File: config.mk
export PLATFORM = sky130hd
export DESIGN_NAME = scan_disk_scheduler_unit
export DESIGN_NICKNAME = d
export VERILOG_FILES = /design/src/design/sds_pkg.sv /design/src/design/scan_disk_scheduler_unit.sv /design/src/design/sds_sort_row.sv /design/src/design/sds_ctrl.sv /design/src/design/sds_dpath.sv
export VERILOG_INCLUDE_DIRS = /design/src /design/src/design
export SDC_FILE = /design/constraint.sdc
export NUM_CORES = 2
export LEC_CHECK = 0
export BUFFER_PORTS_ARGS = -buffer_cell sky130_fd_sc_hd__buf_2
export CAP_MARGIN = 10
export CELL_PAD_IN_SITES_DETAIL_PLACEMENT = 1
export CELL_PAD_IN_SITES_GLOBAL_PLACEMENT = 1
export CORE_MARGIN = 4
export CORE_UTILIZATION = 57
export DETAILED_ROUTE_END_ITERATION = 7
export PLACE_DENSITY_LB_ADDON = 0.1
export SYNTH_ARGS = -nofsm -noshare
export SYNTH_HDL_FRONTEND = slang
export SYNTH_SLANG_ARGS = --single-unit
File: constraint.sdc
create_clock -name clock -period 19.48 [get_ports clock]
set_clock_uncertainty 0.1 [all_clocks]
set_input_delay 1.948 -clock clock [delete_from_list [all_inputs] [get_ports clock]]
set_output_delay 1.948 -clock clock [all_outputs]
set_load 0.02 [all_outputs]
File: src/design/scan_disk_scheduler_unit_macros.svh
// assertion helpers shared by the scheduler modules
`ifndef SCAN_DISK_SCHEDULER_UNIT_MACROS_SVH
`define SCAN_DISK_SCHEDULER_UNIT_MACROS_SVH

// condition implies consequence in the same cycle
`define SDS_ASSERT_NOW(label, ante, cons, msg) \
   label: assert property (@(posedge clock) disable iff (reset) (ante) |-> (cons)) \
      else $error(msg);

// condition implies consequence in the next cycle
`define SDS_ASSERT_NEXT(label, ante, cons, msg) \
   label: assert property (@(posedge clock) disable iff (reset) (ante) |=> (cons)) \
      else $error(msg);

`endif

File: src/design/sds_pkg.sv
package sds_pkg;

   // store and field sizes
   localparam int MAX_REQ    = 32;
   localparam int CYL_W      = 16;
   localparam int CNT_W      = $clog2(MAX_REQ + 1);
   localparam int IDX_W      = $clog2(MAX_REQ);
   localparam int DS_W       = 17;
   localparam int TOT_W      = 17;
   localparam int SUM_W      = 18;
   localparam int CSR_IDX_W  = 2;
   localparam int CSR_DATA_W = 17;

   localparam logic [CYL_W-1:0] CYL_MAX      = '1;
   localparam logic [TOT_W-1:0] TOT_MAX      = '1;
   localparam logic [DS_W-1:0]  DISK_SIZE_RST = DS_W'(200);

   // configuration register indexes
   typedef enum logic [CSR_IDX_W-1:0] {
      CSR_INITIAL_HEAD = 2'd0,
      CSR_DISK_SIZE    = 2'd1,
      CSR_SWEEP_UP     = 2'd2
   } csr_index_type;

   // what the datapath fetches for the next visit
   typedef enum logic [1:0] {
      OP_NONE = 2'd0,
      OP_UP   = 2'd1,
      OP_DN   = 2'd2,
      OP_TURN = 2'd3
   } fetch_op_type;

   // controller to datapath
   typedef struct packed {
      logic         insert;
      logic         start;
      logic         scan;
      logic         read_dn;
      fetch_op_type op;
      logic         last;
      logic         send;
      logic         finish;
   } sds_cmd_type;

   // datapath to controller
   typedef struct packed {
      logic scan_done;
      logic up_left;
      logic dn_left;
      logic up_last;
      logic dn_last;
      logic sweep_up;
      logic out_free;
      logic pend_last;
   } sds_sts_type;

endpackage

File: src/design/scan_disk_scheduler_unit.sv
// channel | dir | handshake            | payload
// req     | in  | req_valid/req_ready  | request_cylinder, batch_end
// rsp     | out | rsp_valid/rsp_ready  | served_cylinder, edge_turn, movement_total,
//         |     |                      | dropped, final_visit
// csr     | in  | csr_valid/csr_ready  | csr_index, csr_data (always ready)
//
// requests load one per cycle into a sorted cell row; the last one of a batch
// then starts a scan past each request below the head to find the split,
// and every visit goes through a fetch step, then a send step in the sequencer
// reset is synchronous and clears control state; the store needs no clearing
// while results of a batch are sent no request is taken; the next batch loads
// as soon as the final visit sits in the result register
// a stalled rsp holds the sequencer in its send step
module scan_disk_scheduler_unit (
   input  logic                            clock,
   input  logic                            reset,
   input  logic                            req_valid,
   output logic                            req_ready,
   input  logic [sds_pkg::CYL_W-1:0]       req_request_cylinder,
   input  logic                            req_batch_end,
   output logic                            rsp_valid,
   input  logic                            rsp_ready,
   output logic [sds_pkg::CYL_W-1:0]       rsp_served_cylinder,
   output logic                            rsp_edge_turn,
   output logic [sds_pkg::TOT_W-1:0]       rsp_movement_total,
   output logic                            rsp_dropped,
   output logic                            rsp_final_visit,
   input  logic                            csr_valid,
   output logic                            csr_ready,
   input  logic [sds_pkg::CSR_IDX_W-1:0]   csr_index,
   input  logic [sds_pkg::CSR_DATA_W-1:0]  csr_data
);

   sds_pkg::sds_cmd_type cmd;
   sds_pkg::sds_sts_type sts;

   // register writes are always taken
   assign csr_ready = 1'b1;

   sds_ctrl u_ctrl (
      .clock         (clock),
      .reset         (reset),
      .req_valid     (req_valid),
      .req_batch_end (req_batch_end),
      .req_ready     (req_ready),
      .sts           (sts),
      .cmd           (cmd)
   );

   sds_dpath u_dpath (
      .clock                (clock),
      .reset                (reset),
      .cmd                  (cmd),
      .sts                  (sts),
      .req_request_cylinder (req_request_cylinder),
      .csr_valid            (csr_valid),
      .csr_index            (csr_index),
      .csr_data             (csr_data),
      .rsp_ready            (rsp_ready),
      .rsp_valid            (rsp_valid),
      .rsp_served_cylinder  (rsp_served_cylinder),
      .rsp_edge_turn        (rsp_edge_turn),
      .rsp_movement_total   (rsp_movement_total),
      .rsp_dropped          (rsp_dropped),
      .rsp_final_visit      (rsp_final_visit)
   );

endmodule

File: src/design/sds_sort_row.sv
// row of cells that keeps the batch sorted ascending as requests arrive
module sds_sort_row (
   input  logic                        clock,
   input  logic                        ins_en,
   input  logic [sds_pkg::CYL_W-1:0]   ins_value,
   input  logic [sds_pkg::CNT_W-1:0]   count,
   input  logic [sds_pkg::IDX_W-1:0]   rd_idx,
   output logic [sds_pkg::CYL_W-1:0]   rd_data
);

   logic [sds_pkg::CYL_W-1:0] cell_ff [sds_pkg::MAX_REQ];
   logic [sds_pkg::MAX_REQ-1:0] gt;

   // each cell compares its value with the incoming one
   always_comb begin
      for (int i = 0; i < sds_pkg::MAX_REQ; i++) begin
         gt[i] = (sds_pkg::CNT_W'(i) < count) && (cell_ff[i] > ins_value);
      end
   end

   // cells above the insert point shift up by one, the gap takes the new value
   for (genvar g = 0; g < sds_pkg::MAX_REQ; g++) begin : g_cell
      if (g == 0) begin : g_first
         always_ff @(posedge clock) begin
            if (ins_en && (gt[g] || count == sds_pkg::CNT_W'(g))) begin
               cell_ff[g] <= ins_value;
            end
         end
      end else begin : g_rest
         always_ff @(posedge clock) begin
            if (ins_en && (gt[g] || count == sds_pkg::CNT_W'(g))) begin
               cell_ff[g] <= gt[g-1] ? cell_ff[g-1] : ins_value;
            end
         end
      end
   end

   // single read port
   assign rd_data = cell_ff[rd_idx];

endmodule

File: src/design/sds_ctrl.sv
// sequencer: loading, lower-set count, then fetch and send of each visit
module sds_ctrl (
   input  logic                 clock,
   input  logic                 reset,
   input  logic                 req_valid,
   input  logic                 req_batch_end,
   output logic                 req_ready,
   input  sds_pkg::sds_sts_type sts,
   output sds_pkg::sds_cmd_type cmd
);

   typedef enum logic [1:0] {
      ST_LOAD  = 2'd0,
      ST_SCAN  = 2'd1,
      ST_FETCH = 2'd2,
      ST_SEND  = 2'd3
   } state_type;

   state_type state_ff, state_in;
   logic      second_ff, second_in;
   logic      ready_ff, ready_in;
   logic      prim_left, other_left, prim_last, other_last;

   assign req_ready = ready_ff;

   // first set is the one in the sweep direction
   always_comb begin
      prim_left  = sts.sweep_up ? sts.up_left : sts.dn_left;
      other_left = sts.sweep_up ? sts.dn_left : sts.up_left;
      prim_last  = sts.sweep_up ? sts.up_last : sts.dn_last;
      other_last = sts.sweep_up ? sts.dn_last : sts.up_last;
   end

   // next state and commands
   always_comb begin
      cmd         = '0;
      state_in    = state_ff;
      second_in   = second_ff;
      ready_in    = ready_ff;
      cmd.insert  = ready_ff && req_valid;
      cmd.read_dn = (state_ff == ST_FETCH) && (second_ff == sts.sweep_up);
      unique case (state_ff)
         ST_LOAD: begin
            if (ready_ff && req_valid && req_batch_end) begin
               cmd.start = 1'b1;
               state_in  = ST_SCAN;
               ready_in  = 1'b0;
               second_in = 1'b0;
            end
         end
         ST_SCAN: begin
            cmd.scan = 1'b1;
            if (sts.scan_done) begin
               state_in = ST_FETCH;
            end
         end
         ST_FETCH: begin
            if (!second_ff) begin
               if (prim_left) begin
                  cmd.op   = sts.sweep_up ? sds_pkg::OP_UP : sds_pkg::OP_DN;
                  cmd.last = prim_last && !other_left;
               end else begin
                  cmd.op    = sds_pkg::OP_TURN;
                  second_in = 1'b1;
               end
            end else begin
               cmd.op   = sts.sweep_up ? sds_pkg::OP_DN : sds_pkg::OP_UP;
               cmd.last = other_last;
            end
            state_in = ST_SEND;
         end
         ST_SEND: begin
            if (sts.out_free) begin
               cmd.send = 1'b1;
               if (sts.pend_last) begin
                  cmd.finish = 1'b1;
                  state_in   = ST_LOAD;
                  ready_in   = 1'b1;
               end else begin
                  state_in = ST_FETCH;
               end
            end
         end
         default: begin
            state_in = ST_LOAD;
            ready_in = 1'b1;
         end
      endcase
   end

   // state and registered outputs
   always_ff @(posedge clock) begin
      if (reset) begin
         state_ff  <= ST_LOAD;
         second_ff <= 1'b0;
         ready_ff  <= 1'b1;
      end else begin
         state_ff  <= state_in;
         second_ff <= second_in;
         ready_ff  <= ready_in;
      end
   end

`include "scan_disk_scheduler_unit_macros.svh"

   `SDS_ASSERT_NEXT(a_last_to_load, (state_ff == ST_SEND) && sts.out_free && sts.pend_last, (state_ff == ST_LOAD) && ready_ff, "last visit did not return to loading")
   `SDS_ASSERT_NOW(a_turn_not_last, cmd.op == sds_pkg::OP_TURN, !cmd.last, "edge turn marked as final visit")
   `SDS_ASSERT_NOW(a_busy_not_ready, state_ff != ST_LOAD, !ready_ff, "request taken while scheduling")

endmodule

File: src/design/sds_dpath.sv
// datapath: config, sorted store, pointers, arm position, movement sum, result register
module sds_dpath (
   input  logic                            clock,
   input  logic                            reset,
   input  sds_pkg::sds_cmd_type            cmd,
   output sds_pkg::sds_sts_type            sts,
   input  logic [sds_pkg::CYL_W-1:0]       req_request_cylinder,
   input  logic                            csr_valid,
   input  logic [sds_pkg::CSR_IDX_W-1:0]   csr_index,
   input  logic [sds_pkg::CSR_DATA_W-1:0]  csr_data,
   input  logic                            rsp_ready,
   output logic                            rsp_valid,
   output logic [sds_pkg::CYL_W-1:0]       rsp_served_cylinder,
   output logic                            rsp_edge_turn,
   output logic [sds_pkg::TOT_W-1:0]       rsp_movement_total,
   output logic                            rsp_dropped,
   output logic                            rsp_final_visit
);

   localparam int CNT_W = sds_pkg::CNT_W;
   localparam int CYL_W = sds_pkg::CYL_W;

   logic [CYL_W-1:0]           head_ff;
   logic [sds_pkg::DS_W-1:0]   dsize_ff;
   logic                       sweep_ff;
   logic [CNT_W-1:0]           cnt_ff, up_ff, dn_ff, dn_prev;
   logic                       ovf_ff, full, out_free;
   logic [sds_pkg::IDX_W-1:0]  rd_idx;
   logic [CYL_W-1:0]           rd_data, edge_pos, next_cyl, move_len;
   logic [sds_pkg::DS_W-1:0]   ds_m1;
   logic [CYL_W-1:0]           arm_ff, cyl_ff, dist_ff;
   logic                       turn_ff, last_ff;
   logic [sds_pkg::SUM_W-1:0]  sum_ff, sum_new;
   logic                       rsp_valid_ff;
   logic [CYL_W-1:0]           rsp_cyl_ff;
   logic                       rsp_turn_ff, rsp_drop_ff, rsp_final_ff;
   logic [sds_pkg::TOT_W-1:0]  rsp_tot_ff;

   // configuration registers
   always_ff @(posedge clock) begin
      if (reset) begin
         head_ff  <= '0;
         dsize_ff <= sds_pkg::DISK_SIZE_RST;
         sweep_ff <= 1'b1;
      end else if (csr_valid) begin
         unique case (csr_index)
            sds_pkg::CSR_INITIAL_HEAD: head_ff  <= csr_data[CYL_W-1:0];
            sds_pkg::CSR_DISK_SIZE:    dsize_ff <= csr_data[sds_pkg::DS_W-1:0];
            sds_pkg::CSR_SWEEP_UP:     sweep_ff <= csr_data[0];
            default: ;
         endcase
      end
   end

   // sorted request store
   assign full = (cnt_ff == CNT_W'(sds_pkg::MAX_REQ));

   sds_sort_row u_row (
      .clock     (clock),
      .ins_en    (cmd.insert && !full),
      .ins_value (req_request_cylinder),
      .count     (cnt_ff),
      .rd_idx    (rd_idx),
      .rd_data   (rd_data)
   );

   // read address: descending pointer reads the entry below it
   always_comb begin
      dn_prev = dn_ff - 1'b1;
      rd_idx  = cmd.read_dn ? dn_prev[sds_pkg::IDX_W-1:0] : up_ff[sds_pkg::IDX_W-1:0];
   end

   // top edge, clamped to the largest cylinder
   always_comb begin
      ds_m1 = (dsize_ff == '0) ? '0 : dsize_ff - 1'b1;
      if (ds_m1 > sds_pkg::DS_W'(sds_pkg::CYL_MAX)) begin
         edge_pos = sds_pkg::CYL_MAX;
      end else begin
         edge_pos = ds_m1[CYL_W-1:0];
      end
   end

   // next visit and its distance from the arm
   always_comb begin
      if (cmd.op == sds_pkg::OP_TURN) begin
         next_cyl = sweep_ff ? edge_pos : '0;
      end else begin
         next_cyl = rd_data;
      end
      move_len = (next_cyl > arm_ff) ? next_cyl - arm_ff : arm_ff - next_cyl;
      sum_new  = sum_ff + sds_pkg::SUM_W'(dist_ff);
   end

   // fill count and overflow flag
   always_ff @(posedge clock) begin
      if (reset) begin
         cnt_ff <= '0;
         ovf_ff <= 1'b0;
      end else if (cmd.finish) begin
         cnt_ff <= '0;
         ovf_ff <= 1'b0;
      end else if (cmd.insert) begin
         if (full) begin
            ovf_ff <= 1'b1;
         end else begin
            cnt_ff <= cnt_ff + 1'b1;
         end
      end
   end

   // pointers: up walks from the first upper entry, dn from it downwards
   always_ff @(posedge clock) begin
      if (reset) begin
         up_ff <= '0;
         dn_ff <= '0;
      end else if (cmd.start) begin
         up_ff <= '0;
      end else if (cmd.scan) begin
         if (sts.scan_done) begin
            dn_ff <= up_ff;
         end else begin
            up_ff <= up_ff + 1'b1;
         end
      end else begin
         case (cmd.op)
            sds_pkg::OP_UP: up_ff <= up_ff + 1'b1;
            sds_pkg::OP_DN: dn_ff <= dn_prev;
            default: ;
         endcase
      end
   end

   // arm position and movement sum
   always_ff @(posedge clock) begin
      if (reset) begin
         arm_ff <= '0;
         sum_ff <= '0;
      end else if (cmd.start) begin
         arm_ff <= head_ff;
         sum_ff <= '0;
      end else begin
         if (cmd.op != sds_pkg::OP_NONE) begin
            arm_ff <= next_cyl;
         end
         if (cmd.send) begin
            sum_ff <= sum_new;
         end
      end
   end

   // fetched visit
   always_ff @(posedge clock) begin
      if (cmd.op != sds_pkg::OP_NONE) begin
         cyl_ff  <= next_cyl;
         dist_ff <= move_len;
         turn_ff <= (cmd.op == sds_pkg::OP_TURN);
         last_ff <= cmd.last;
      end
   end

   // result register
   assign out_free = !rsp_valid_ff || rsp_ready;

   always_ff @(posedge clock) begin
      if (reset) begin
         rsp_valid_ff <= 1'b0;
      end else if (cmd.send) begin
         rsp_valid_ff <= 1'b1;
      end else if (rsp_ready) begin
         rsp_valid_ff <= 1'b0;
      end
   end

   always_ff @(posedge clock) begin
      if (cmd.send) begin
         rsp_cyl_ff   <= cyl_ff;
         rsp_turn_ff  <= turn_ff;
         rsp_drop_ff  <= ovf_ff;
         rsp_final_ff <= last_ff;
         if (sum_new > sds_pkg::SUM_W'(sds_pkg::TOT_MAX)) begin
            rsp_tot_ff <= sds_pkg::TOT_MAX;
         end else begin
            rsp_tot_ff <= sum_new[sds_pkg::TOT_W-1:0];
         end
      end
   end

   assign rsp_valid           = rsp_valid_ff;
   assign rsp_served_cylinder = rsp_cyl_ff;
   assign rsp_edge_turn       = rsp_turn_ff;
   assign rsp_movement_total  = rsp_tot_ff;
   assign rsp_dropped         = rsp_drop_ff;
   assign rsp_final_visit     = rsp_final_ff;

   // status back to the controller
   always_comb begin
      sts.scan_done = (up_ff == cnt_ff) || (rd_data >= head_ff);
      sts.up_left   = (up_ff != cnt_ff);
      sts.dn_left   = (dn_ff != '0);
      sts.up_last   = ((up_ff + 1'b1) == cnt_ff);
      sts.dn_last   = (dn_ff == CNT_W'(1));
      sts.sweep_up  = sweep_ff;
      sts.out_free  = out_free;
      sts.pend_last = last_ff;
   end

`include "scan_disk_scheduler_unit_macros.svh"

   `SDS_ASSERT_NOW(a_count_range, 1'b1, cnt_ff <= CNT_W'(sds_pkg::MAX_REQ), "fill count beyond store")
   `SDS_ASSERT_NOW(a_up_in_range, cmd.op == sds_pkg::OP_UP, up_ff < cnt_ff, "ascending read past batch")
   `SDS_ASSERT_NOW(a_dn_nonzero, cmd.op == sds_pkg::OP_DN, dn_ff != '0, "descending read below entry zero")
   `SDS_ASSERT_NOW(a_send_free, cmd.send, out_free, "result register overwritten")

endmodule
# Word level (Yosys, flattened, before mapping)
# Memory sizes are Yosys's and may differ from the RTL's.
# Cells that the tools add are included.
[word_totals] regBits=162 latchBits=0 ram_bits=512 rom_bits=0 input_bits=41 out_inout_bits=39 word_cells=420 mem_count=1
[mem_list] memory="u_dpath.u_row.cell_ff" depth=32 word_bits=16 read_ports=33 rd_ports_with_merged_regs=0 wr=32 line="sds_sort_row.sv:11" source="logic [sds_pkg::CYL_W-1:0] cell_ff [sds_pkg::MAX_REQ];"
[classes] addsub=7 mul=0 div_mod_pow=0 n_lt_le_gt_ge=68 n_eq_ne=51 shifts=0 mux=139 bitwise_logic=2 n_reduce_logical=130
[ops] op="$mux 16" n=37
[ops] op="$gt 16x16->1" n=33
[ops] op="$eq 6x5->1 const B" n=16
[ops] op="$lt 5x6->1 const A" n=16
[ops] op="$mux 1" n=80
[ops] op="$logic_and 1x1->1" n=69
[ops] op="$eq 6x4->1 const B" n=8
[ops] op="$lt 4x6->1 const A" n=8
[ops] op="$mux 6" n=6
[ops] op="$logic_or 1x1->1" n=34
[ops] op="$sub 16x16->16" n=2
[ops] op="$eq 6x3->1 const B" n=4
[ops] op="$lt 3x6->1 const A" n=4
[ops] op="$add 18x16->18" n=1
[ops] op="$gt 18x17->1 const B" n=1
[ops] op="$mux 2" n=9
[ops] op="$gt 17x16->1 const B" n=1
[ops] op="$logic_not 17->1" n=1
[ops] op="$mux 17" n=1
[ops] op="$sub 17x1->17 const B" n=1
[ops] op="$ge 16x16->1" n=1
[ops] op="$reduce_and 2->1" n=7
[ops] op="$reduce_bool 2->1" n=7
[ops] op="$add 6x1->6 const B" n=2
[ops] op="other kinds (25)" n=48

# Depth between registers and ports, before layout
[logic_depth] word_depth=11 depth_mapped=29 ltp_nobuf=24

# By module
# From an unflattened synthesis, not the netlist that was laid out.
[hier_totals] cells_unflattened=5543 area_unflattened_um2=54104.4
[by_module_without_submodules] module="sds_sort_row" instances=1 cells_each=4457 area_each_um2=44312.5 seq_area_each_um2=15374.7
[by_module_without_submodules] module="sds_dpath" instances=1 cells_each=1045 area_each_um2=9479.1 seq_area_each_um2=3863.7
[by_module_without_submodules] module="sds_ctrl" instances=1 cells_each=39 area_each_um2=301.5 seq_area_each_um2=80.1
[by_module_without_submodules] module="scan_disk_scheduler_unit" instances=1 cells_each=2 area_each_um2=11.3 seq_area_each_um2=0.0

# Worst setup path after synthesis
# No wires, ideal clock.
[synth_timing] path_kind="input to register" from="in req_request_cylinder[1] (netlist name)" to="mem u_dpath.u_row.cell_ff[14][0] (netlist name) (enable)" setup_time_ns=0.374 arrival_time_ns=5.713 t_required_ns=19.006 setup_slack_ns=13.293 stages=15 n_path_buf=2 path_cell_list="clkbuf_1 inv_1 ha_1 nor2b_1 o21a_1 o21a_1 o21a_1 o21a_1 o21ai_0 nand2b_1 a21oi_1 nor3_1 o31ai_1 clkbuf_1 a21oi_1"
[synth_lines] item="start, declared" line="scan_disk_scheduler_unit.sv:19" source="input logic [sds_pkg::CYL_W-1:0] req_request_cylinder,"
[synth_lines] item="end, declared" line="sds_sort_row.sv:11"

# Final worst setup path
[layout_timing] from="reg u_ctrl.second_ff" to="reg u_dpath.dist_ff[13] (data pin)"
[layout_via] elab_chain_cells=7 elab_cells_between_ends=12 cone_classes="2 x add/sub; 1 x order compare; 2 x eq/ne; 5 x mux; 1 x reduce/logical; 1 x memory"
[layout_lines] item="start, declared" line="sds_ctrl.sv:20" source="logic second_ff, second_in;"
[layout_lines] item="start signal, assigned" line="sds_ctrl.sv:99" source="second_ff <= second_in;"
[layout_lines] item="$eq 1x1->1" line="sds_ctrl.sv:41" source="cmd.read_dn = (state_ff == ST_FETCH) && (second_ff == sts.sweep_up);"
[layout_lines] item="$logic_and 1x1->1" line="sds_ctrl.sv:41"
[layout_lines] item="$mux 5" line="sds_dpath.sv:70" source="rd_idx = cmd.read_dn ? dn_prev[sds_pkg::IDX_W-1:0] : up_ff[sds_pkg::IDX_W-1:0];"
[layout_lines] item="$mem_v2 32x16"
[layout_lines] item="$mux 16 (*)" line="sds_dpath.sv:85" source="if (cmd.op == sds_pkg::OP_TURN) begin"
[layout_lines] item="via u_dpath.next_cyl[13]" line="sds_dpath.sv:29" source="logic [CYL_W-1:0] rd_data, edge_pos, next_cyl, move_len;"
[layout_lines] item="$sub 16x16->16 or $gt 16x16->1 (tied branches)" line="sds_dpath.sv:90" source="move_len = (next_cyl > arm_ff) ? next_cyl - arm_ff : arm_ff - next_cyl;"
[layout_lines] item="$mux 16 (*)" line="sds_dpath.sv:90"
[layout_lines] item="via u_dpath.move_len[13]" line="sds_dpath.sv:29"
[layout_lines] item="end signal, assigned" line="sds_dpath.sv:155" source="dist_ff <= move_len;"
[layout_lines] item="end, declared" line="sds_dpath.sv:31" source="logic [CYL_W-1:0] arm_ff, cyl_ff, dist_ff;"
# Mark *: on every way through the listed nets, which the timed path passes. The rest lies on a longest branch.
# A chain may end at the register's enable or synchronous reset.

==> impl_results.md <==
* Maxcap violations at 0
* Clock Tree Buf Depth at 3
* Die Wd at 298 um
* Largest net degree at the start of global routing at 116
* Seq/Total Area, Yosys at 40.3%
* Min cycle time layout at 8.03 ns
* CP arrival at 8.31 ns
* Power Dens Cells at 75.8 mW/mm2
* Worst-path clk slew at 0.06 ns
* Number of stages on the worst setup path at 23
* Clock Sinks at 674
* Startpoint Class: flip-flop
* Worst-path maximum fanout at 58
* Clk root buf: clkbuf_16
* DIE HEIGHT at 298 um
* Final nets at 4967
* Syn nets at 4911
* Slew Limit Fails at 0
* # port buffers at 78
* # rows at 106
* Top Ports at 80
* Ys flop type: edfxtp_1
* EDFF count, synth at 582
* Global placer's final weighted congestion at 0.948
* Critical path class: reg -> reg
* Uppermost layer routed: met5
* Area Growth Syn to Fin at 8.96%
* Core area at 0.0836 mm2
* Fill cells at 8627
* Reg2Reg Depth at 23
* First drt pass iteration count at 7
* Cell breakdown of the critical path: xor2_2 > nor2_2 > a21o_4 > buf_4 > mux2i_1 > mux2i_1 > mux2i_1 > mux2i_1 > mux2_2 > a221oi_2 > inv_1 > ha_1 > a21o_1 > a21o_1 > a21oi_1 > nand2_1 > o211ai_2 > buf_4 > inv_1 > or4_1 > o21ai_1 > a21boi_0 > xnor2_1
* Routed WL at 173000 um
* Async set or reset register ratio after synthesis at 0%
* Slew Limit Headroom at 24.8%
* Antenna Violating Nets Remaining at 0
* Hold buffer count at cts at 0
* Post-Syn Instances at 4286
* Die area at 0.0888 mm2
* Drt drc at 0
* Met2 wire length at 75500 um
* CP required at 19.76 ns
* Synthesized cell area at 0.0479 mm2
* Routed vias at 37.9k
* Hold Path Class: reg -> reg
* Total power draw at 3960 uW
* H-tree depth at 3
* Clock share of power at 37.3%
* Skew-Pair Late Insertion Delay at 0.66 ns
* Crit path buffers/inverters at 4
* Routed met3 length at 16900 um
* Fin crit share at 41.2%
* Static Leak at 0.0233 uW
* Worst setup EP type: flip-flop
* Least-Margin Pin Slew at 1.13 ns
* Setup TNS at 0 ns
* Via/cell ratio at 6.90
* Yosys warns at 0
* Switching share of power at 30.1%
* Dpl hpwl at 124000 um
* Post-CTS setup buffer count at 0
* First-pass GRT wire length at 254000 um
* Synthesized area per cell at 11.2 um2
* Initial antenna violation count at 14
* Crit path max-delay family: compound AO/OA/AOI/OAI gates
* Crit path launch: u_ctrl.second_ff
* Cell variety after synth at 80
* Final Setup Violations at 0
* FF-to-FF Start: u_ctrl.second_ff
* Vias in the first global route at 38.7k
* M1 WL at 70500 um
* Post-cts sizing count at 0
* CP max stage cell: buf_4
* Initial Utilization at 57.4%
* Number of buffers created by CTS at 79
* CTS tree: built
* WHS Path Cells at 0
* RSZ-0062 raised after global routing: no
* GRT Overall Usage at 38.0%
* Endpoints failing hold at 0
* P_int at 2770 uW
* Iteration-0 DRC Markers at 4001
* CP max stage delay at 0.89 ns
* Switching power at 1190 uW
* Average wire per standard cell at 31.5 um
* Crit-path most repeated cell: mux2i_1
* Share of layout cells above drive strength 1 at 18.8%
* Combinational share of power at 21.2%
* VDD IR-drop max at 0.0737 mV
* Register bit count reported by yosys at 674
* Sequential share of power at 41.6%
* Worst hold start: u_dpath.cyl_ff[4]
* Fmax at 124 MHz
* Outcome: complete, no violations
* Gr ovfl total at 0
state kept, by name (all words and copies together) (netlist names), 2 cells and up:
name	cells
u_ctrl.state_ff	2
u_dpath.up_ff	6
u_dpath.u_row.cell_ff	512
u_dpath.cyl_ff	16
u_dpath.dn_ff	6
u_dpath.arm_ff	16
u_dpath.sum_ff	18
u_dpath.rsp_movement_total	17
u_dpath.dsize_ff	17
u_dpath.dist_ff	16
u_dpath.head_ff	16
u_dpath.rsp_served_cylinder	16
u_dpath.cnt_ff	6
metal layers:
| layer | track usage [%] | up-vias |
|---|---|---|
| met5 | 0.216 | - |
| met4 | 18.0 | 20 |
| met3 | 9.87 | 494 |
| met2 | 57.9 | 1826 |
| met1 | 50.7 | 19200 |
| li1 | - | 16300 |
kinds of logic (layout without fill, tap and decap cells):
family                     count (synthesis)  in the layout  share of synthesized area, %
adders and majority gates                584            584                          15.3
DFF                                      674            674                          40.3
and+or+nand+nor                          877            877                          9.23
buffers and inverters                    366            482                          3.11
other                                      1              5                       0.00783
AOI/OAI and AO/OA                        806            806                          10.6
xor gates and xnor gates                  66             66                          1.24
muxes                                    912            912                          20.2
metrics by stage:
| step | hold WS, ns | instance area (um2) | util (%) | instances | setup slack (ns) |
|---|---|---|---|---|---|
| after detailed placement | 0.305 | 49700 | 59.5 | 5339 | 11.69 |
| after global placement | 0.302 | 49700 | 59.5 | 5339 | 11.90 |
| final | 0.320 | 52200 | 62.5 | 5486 | 11.45 |
| after CTS | 0.323 | 52200 | 62.5 | 5480 | 11.66 |
| after floorplan | 0.300 | 47900 | - | 4286 | 13.29 |
| after global routing | 0.332 | 52200 | 62.5 | 5482 | 11.08 |
cell usage in the layout, fill, tap and decap left out, types with 25 or more instances in the layout:
| master | count |
|---|---|
| nand4_1 | 113 |
| buf_4 | 115 |
| nand2_1 | 261 |
| nand2b_1 | 68 |
| xnor2_1 | 36 |
| o21ai_0 | 187 |
| buf_2 | 78 |
| clkbuf_16 | 84 |
| mux2_2 | 442 |
| nor2_1 | 156 |
| inv_1 | 130 |
| mux2i_1 | 468 |
| a21oi_1 | 260 |
| a21o_1 | 115 |
| nor2b_1 | 78 |
| edfxtp_1 | 582 |
| o21a_1 | 59 |
| xor2_1 | 28 |
| nor3_1 | 25 |
| dfxtp_1 | 92 |
| ha_1 | 581 |
| nand3_1 | 68 |
cells in the mapped netlist, types with 28 or more instances:
cell,instances,area (um2)
edfxtp_1,582,17500
ha_1,581,7270
mux2i_1,469,4690
mux2_2,442,4980
nand2_1,261,980
a21oi_1,260,1300
o21ai_0,188,941
nor2_1,157,589
clkbuf_1,147,552
inv_1,146,548
a21o_1,117,878
nand4_1,113,707
dfxtp_1,92,1840
nor2b_1,78,488
nand2b_1,68,425
nand3_1,68,340
o21a_1,59,443
buf_2,39,195
xnor2_1,36,315
xor2_1,28,245
layout make-up:
class / count / area (um2) / share of cell area [%]
inverters: 147 / 552 / 1.06
clock buffers: 93 / 2160 / 4.13
flip-flops and latches: 674 / 19300 / 37.0
clock inverters: 48 / 344 / 0.659
diodes: 4 / 10.0 / 0.0192
multi-input cells: 3246 / 27200 / 52.1
well taps: 1080 / 1350 / 2.59
repair buffers: 194 / 1270 / 2.44
final timing paths:
kind                                                  endpoint  slack [ns]
worst max-delay path                       u_dpath.dist_ff[13]       11.45
worst min-delay path            u_dpath.rsp_served_cylinder[4]        0.32
worst min register to register  u_dpath.rsp_served_cylinder[4]        0.32
worst max register to register             u_dpath.dist_ff[13]       11.45
worst reg2reg max path, delay by kind of cell, from the launching register on:
| family | cells | cell delay, ns |
|---|---|---|
| adders and majority gates | 1 | 0.41 |
| AOI/OAI and AO/OA | 8 | 2.30 |
| muxes | 5 | 1.38 |
| buffers and inverters | 4 | 1.56 |
| DFF | 1 | 0.63 |
| xor gates and xnor gates | 2 | 0.42 |
| and+or+nand+nor | 3 | 0.98 |
power by group through the flow:
stage | Clock (uW) | Combinational (uW) | Sequential, uW
2_1_floorplan | 0 | 557 | 1660
3_3_place_gp | 0 | 783 | 1670
3_5_place_dp | 0 | 808 | 1670
4_1_cts | 1480 | 818 | 1640
5_1_grt | 1550 | 901 | 1650
6_report | 1470 | 837 | 1640
Note: power is estimated with default switching activity, not from simulation.
